## src/rtl/tplru_pkg.sv

```systemverilog
// ----------------------------------------------------------------------------
// tplru_pkg
// shared widths, defaults and controller/datapath command and status types
// ----------------------------------------------------------------------------
`timescale 1ns / 1ps
`default_nettype none

package tplru_pkg;

    localparam int DEF_NUM_FRAMES           = 64;
    localparam int DEF_NUM_PROCESSES        = 4;
    localparam int DEF_MAX_FIRST_LEVEL_BITS = 10;
    localparam int DEF_PAGE_OFFSET_BITS     = 12;

    localparam int VADDR_W     = 32;
    localparam int PID_W       = 2;
    localparam int FRAME_OUT_W = 6;
    localparam int PADDR_W     = 18;
    localparam int EVPAGE_W    = 20;
    localparam int FLB_W       = 4;

    localparam logic [FLB_W-1:0] FLB_RESET = 4'd8;

    typedef struct packed {
        logic clear_step;
        logic accept;
        logic match;
        logic resolve;
        logic update;
    } t_dp_cmd;

    typedef struct packed {
        logic clear_last;
        logic pid_ok;
        logic out_free;
    } t_dp_sts;

endpackage

`default_nettype wire

```

## src/rtl/tplru_ctrl.sv

```systemverilog
// ----------------------------------------------------------------------------
// tplru_ctrl
// sequencer: touched-table clear, accept, frame match, resolve, update
// ----------------------------------------------------------------------------
`timescale 1ns / 1ps
`default_nettype none

module tplru_ctrl
    import tplru_pkg::*;
(
    input  wire logic    i_clk,
    input  wire logic    i_rst_n,
    input  wire logic    i_in_valid,
    output logic         o_in_ready,
    input  wire t_dp_sts i_sts,
    output t_dp_cmd      o_cmd
);

    typedef enum logic [4:0] {
        S_CLEAR   = 5'b00001,
        S_IDLE    = 5'b00010,
        S_MATCH   = 5'b00100,
        S_RESOLVE = 5'b01000,
        S_UPDATE  = 5'b10000
    } t_state;

    t_state r_state;
    t_state n_state;

    always_ff @(posedge i_clk) begin
        if (!i_rst_n) begin
            r_state <= S_CLEAR;
        end else begin
            r_state <= n_state;
        end
    end

    always_comb begin
        n_state    = r_state;
        o_cmd      = '0;
        o_in_ready = 1'b0;
        unique case (r_state)
            S_CLEAR: begin
                o_cmd.clear_step = 1'b1;
                if (i_sts.clear_last) begin
                    n_state = S_IDLE;
                end
            end
            S_IDLE: begin
                o_in_ready = 1'b1;
                if (i_in_valid) begin
                    o_cmd.accept = 1'b1;
                    if (i_sts.pid_ok) begin
                        n_state = S_MATCH;
                    end
                end
            end
            S_MATCH: begin
                o_cmd.match = 1'b1;
                n_state     = S_RESOLVE;
            end
            S_RESOLVE: begin
                o_cmd.resolve = 1'b1;
                n_state       = S_UPDATE;
            end
            S_UPDATE: begin
                if (i_sts.out_free) begin
                    o_cmd.update = 1'b1;
                    n_state      = S_IDLE;
                end
            end
            default: begin
                n_state = S_CLEAR;
            end
        endcase
    end

endmodule

`default_nettype wire

```

## config.mk

```make
export PLATFORM = sky130hd
export DESIGN_NAME = tplru_ctrl
export DESIGN_NICKNAME = d
export VERILOG_FILES = /design/src/rtl/tplru_pkg.sv /design/src/rtl/tplru_ctrl.sv
export SDC_FILE = /design/constraint.sdc
export NUM_CORES = 1
export LEC_CHECK = 0
export BUFFER_PORTS_ARGS = -buffer_cell sky130_fd_sc_hd__buf_2
export CORE_AREA = 3 3 40 42
export CTS_BUF_LIST = sky130_fd_sc_hd__clkbuf_2 sky130_fd_sc_hd__clkbuf_4 sky130_fd_sc_hd__clkbuf_8
export DETAILED_ROUTE_END_ITERATION = 8
export DIE_AREA = 0 0 43 45
export PLACE_DENSITY_LB_ADDON = 0.08
export SLEW_MARGIN = 25
export SYNTH_ARGS = -nofsm -noshare
export SYNTH_HDL_FRONTEND = slang
export SYNTH_SLANG_ARGS = --single-unit
```

## constraint.sdc

```tcl
create_clock -name i_clk -period 1.85 [get_ports i_clk]
set_input_delay 0.4625 -clock i_clk [delete_from_list [all_inputs] [get_ports i_clk]]
set_output_delay 0.4625 -clock i_clk [all_outputs]
set_load 0.01 [all_outputs]
```

Yosys cells after proc, flatten, opt, wreduce, memory -nomap -nowiden
Cells that the tools add are included.
{"block": "classes", "n_mux": 13, "reduce_logical": 1, "eq_ne": 9}
{"operator": "$pmux 5 s5", "count": 1}
{"operator": "$mux 5", "count": 4}
{"operator": "$mux 1", "count": 8}
{"operator": "$ne 2x2->1 const B", "count": 4}
{"operator": "$eq 5x1->1 const B", "count": 1}
{"operator": "$eq 5x2->1 const B", "count": 1}
{"operator": "$eq 5x3->1 const B", "count": 1}
{"operator": "$eq 5x4->1 const B", "count": 1}
{"operator": "$eq 5x5->1 const B", "count": 1}
{"operator": "$reduce_and 4->1", "count": 1}
{"block": "totals", "output_inout_bits": 6, "register_bits": 5, "word_cells": 24}

Depth between registers and ports, before layout
{"block": "depth", "depth_word": 3, "depth_mapped": 5}

Worst setup path before layout
Ideal clock, no wire load.
{"block": "synth_timing", "path_kind": "flip-flop to output port", "startpoint": "register r_state[0]", "endpoint": "output o_cmd[0] in the netlist's numbering", "stages_incl_launch_ff": 5, "path_buffers": 1, "setup_slack_ns": 0.445, "t_required_ns": 1.387, "arrival_time_ns": 0.942, "cell_sequence": "dfxtp_1 buf_6 nor3_1 nand3b_1 nor2_1"}
{"element": "from (decl)", "line": "tplru_ctrl.sv:27", "source": "t_state r_state;"}
{"element": "from (signal assigned)", "line": "tplru_ctrl.sv:34", "source": "r_state <= n_state;"}
{"element": "to (decl)", "line": "tplru_ctrl.sv:16", "source": "output t_dp_cmd o_cmd"}

==> PnR_summary.wiki <==
{| class="wikitable"
! Metric !! Value
|-
| Initial DRC Count || 4
|-
| Routed via count || between 300 and 400
|-
| Power density of the placed cells || around 990 nW/um^2
|-
| Global routing usage summed across all routing layers || a little under a tenth
|-
| Net switching power || 0.0001332 W
|-
| Rel. slew slack || about four fifths
|-
| Final antenna-violating net count || 0
|-
| Full die area || ~1900 um^2
|-
| Startpoint type of the worst setup path || flip-flop
|-
| Leakage || a little over 0.2 nW
|-
| Initial core utilization || 25.32%
|-
| Placed wire-length estimate after detailed placement || slightly below 600 um
|-
| Setup-violating endpoint count in the final report || 0
|-
| Switch share || about a third
|-
| Number of diodes || 0
|-
| Xor and xnor fraction of the mapped netlist area || 5.385%
|-
| Average routed wire per standard cell || 12.00 um
|-
| Gate power share || between 20% and 30%
|-
| Number of warning messages in the yosys log || 0
|-
| First-pass GRT wire length || roughly 1.3 mm
|-
| Width of the die || ~43 um
|-
| Final Cycle Share || a little over 90%
|-
| Data arrival at the endpoint of the critical path || 1.26 ns
|-
| Sink count of the clock tree || 5
|-
| Cell area after synthesis || between 300 and 400 um^2
|-
| Clock-pin slew reported for the worst setup and hold paths after clock tree synthesis || 0.05 ns
|-
| Number of placement rows || 13
|-
| Number of remaining DRC errors || 0
|-
| Total overflow reported by the global router || 0
|-
| Share of layout cells above drive strength 1 || 42.00%
|-
| Registers with the most flip-flops || r_state (5)
|-
| Post-Synthesis Net Count || 44
|-
| Number of global-route vias before repair || around 290
|-
| Root Driver || sky130_fd_sc_hd__clkbuf_4
|-
| Fin nets || 57
|-
| Most common cell after layout, fill and taps aside || sky130_fd_sc_hd__buf_2
|-
| Synthesized-area fraction occupied by and/or/nand/nor cells || between 30 and 40%
|-
| Number of distinct library cells after synthesis || 24
|-
| Worst Reg2Reg Path Length in Cells || 3
|-
| Final Critical Period || 1.718 ns
|-
| Global placer's final weighted congestion || a little under 0.7
|-
| # IOs || 12
|-
| Worst-Margin Slew || approximately 0.31 ns
|-
| Hold wc startpoint || i_rst_n
|-
| Aggregate negative setup slack || 0 ns
|-
| Sequential share of the synthesized area || a little under a third
|-
| Largest net degree at the start of global routing || 10
|-
| Total iterations of the first detailed-routing run || 4
|-
| Adder-cell share of the synthesized area || 0%
|-
| Largest family of logic cells by synthesized area || simple AND/OR/NAND/NOR gates
|-
| Die Y || around 45 um
|-
| Flops & latches, synth || 5
|-
| Vias per Instance || ~4.6
|-
| Internal power || roughly 0.00028 W
|-
| Clock tree from TritonCTS || done
|-
| Worst min-delay path category || in2reg
|-
| Number of I/O port buffers || 11
|-
| Reg2Reg Launch Point || r_state[0]
|-
| CP Data Required Time || around 1.4 ns
|-
| Setup clock skew after layout || about 0.0053 ns
|-
| Number of hold buffers added after cts || 0
|-
| Area share of the leading cell type in the synthesized netlist || a little under a third
|-
| Max-cap violations || 0
|-
| Hold Crit Endpoint || r_state[4]
|-
| Setup crit end kind || output pin
|-
| Most frequent cells in the layout || sky130_fd_sc_hd__buf_2 (11), sky130_fd_sc_hd__nor2_1 (4), sky130_fd_sc_hd__clkbuf_4 (4)
|-
| Core Box Area || ~1300 um^2
|-
| Max reg flops || 5
|-
| Fraction of power consumed by sequential logic || a little under two fifths
|-
| Number of antenna violations at the first check in global routing || 0
|-
| Worst R2R Setup Slack || roughly 0.36 ns
|-
| Largest register by flop count || r_state
|-
| Buffer depth of the longest clock path || 2
|-
| Dominant cells by area after synthesis || sky130_fd_sc_hd__dfxtp_1 (31%), sky130_fd_sc_hd__o31ai_4 (6.5%), sky130_fd_sc_hd__nor2_1 (5.8%)
|-
| Result of the run || complete, no violations
|-
| Setup Fix Bufs, Post-CTS || 0
|-
| Largest fanout of any net on the critical path || 8
|-
| End of the worst register-to-register path || r_state[0]
|-
| Inserted Clock Buffers || 3
|-
| Post-detailed-routing wire length || ~800 um
|-
| Post-synthesis instance total || 38
|-
| Top achievable clock speed || ~580 MHz
|-
| Fraction of synthesized area in multiplexers || 0%
|-
| Area leader, netlist || sky130_fd_sc_hd__dfxtp_1
|-
| Per-instance average area after synthesis || 8.561 um^2
|-
| Placed Instance Area || 372.9 um^2
|-
| CTS H-tree lvls || 1
|-
| Depth of the worst hold-timing path || 2
|-
| RSZ-0062 raised after global routing || false
|-
| Fin. max-slew vios || 0
|-
| Final Hold Viols || 0
|-
| Area added between synthesis and finish || 28.46%
|-
| Finished layout cell area || 417.9 um^2
|-
| Clk_lat worst skew || between 0.2 and 0.25 ns
|-
| Compound-gate portion of the synthesized area || 17.69%
|-
| Worst supply voltage drop on vdd || 0.4132 mV
|-
| Critical path class || reg2out
|-
| Clock network fraction of total power || 33.8%
|}
timing repair:
action,4_1_cts,5_1_grt
gates resized for setup,0,5
endpoints found under the hold margin,0,0
endpoints found under the setup margin,0,3
worst max-delay path by stage:
stage | start | end | cells after the start
after detailed placement | r_state[3] | o_cmd[2] | 4
after global routing | r_state[0] | o_cmd[0] | 4
after global placement | r_state[4] | o_cmd[3] | 5
after floorplan | r_state[0] | o_cmd[0] | 4
final | r_state[0] | o_cmd[3] | 5
after CTS | r_state[3] | o_cmd[2] | 4
per-stage QoR:
stage	cells	util [%]	worst slack [ns]	hold WS (ns)	power [W]
floorplan	38	-	0.4451	0.5245	0.0002568
global placement	61	29.02	0.2812	0.6111	0.0002706
detailed placement	61	29.02	0.2905	0.6108	0.0002712
CTS	65	31.35	0.01856	0.4842	0.0004170
global route	65	32.52	0.01693	0.4767	0.0004492
finish	65	32.52	0.1323	0.4919	0.0004158
Yosys cell counts:
cell and instances:
sky130_fd_sc_hd__a211oi_1 1, sky130_fd_sc_hd__a31o_1 1, sky130_fd_sc_hd__and2_1 1, sky130_fd_sc_hd__and3_1 1, sky130_fd_sc_hd__and4b_1 1, sky130_fd_sc_hd__buf_4 2, sky130_fd_sc_hd__buf_6 1, sky130_fd_sc_hd__dfxtp_1 5
sky130_fd_sc_hd__inv_1 3, sky130_fd_sc_hd__nand2_1 2, sky130_fd_sc_hd__nand3_1 1, sky130_fd_sc_hd__nand3b_1 2, sky130_fd_sc_hd__nand4_1 1, sky130_fd_sc_hd__nor2_1 5, sky130_fd_sc_hd__nor3_1 2, sky130_fd_sc_hd__nor4_1 1
sky130_fd_sc_hd__o211ai_1 1, sky130_fd_sc_hd__o21a_1 1, sky130_fd_sc_hd__o21ai_0 1, sky130_fd_sc_hd__o31ai_4 1, sky130_fd_sc_hd__or4_1 1, sky130_fd_sc_hd__or4b_4 1, sky130_fd_sc_hd__xnor2_1 1, sky130_fd_sc_hd__xor2_1 1
worst max-delay path: stages (launching register included):
cell                      delay, ns
sky130_fd_sc_hd__dfxtp_1       0.49
sky130_fd_sc_hd__nor2_1        0.09
sky130_fd_sc_hd__nand3_1       0.11
sky130_fd_sc_hd__inv_1         0.05
sky130_fd_sc_hd__and2_1        0.14
sky130_fd_sc_hd__buf_2         0.13
routing by layer:
| layer | routed length, um | GRT usage [%] |
|---|---|---|
| met1 | 382 | 12.56 |
| met2 | 315 | 12.57 |
| met3 | 82 | 6.773 |
| met4 | 0 | 1.807 |
| met5 | 0 | 0 |
kinds of logic after synthesis:
group,Yosys count
compound gates,6
xor+xnor,2
buf+inv,6
flops,5
simple gates,19
power by group through the flow:
stage / Combinational [W] / Clock, W / Sequential [W]
finish: 0.000116 / 0.000140 / 0.000160
floorplan: 0.000130 / 0 / 0.000127
detailed placement: 0.000114 / 0 / 0.000157
CTS: 0.000115 / 0.000147 / 0.000155
global route: 0.000130 / 0.000157 / 0.000162
global placement: 0.000114 / 0 / 0.000156
final cells by class:
| cell class | count | area, um^2 |
|---|---|---|
| multi-input cells | 27 | 200.2 |
| flip-flops and latches | 5 | 102.6 |
| well taps | 15 | 18.77 |
| repair buffers | 11 | 55.05 |
| inverters | 3 | 11.26 |
| clock buffers | 4 | 30.03 |
| fillers | 141 | 867.1 |
No activity file was read; power rests on OpenSTA's default activity.
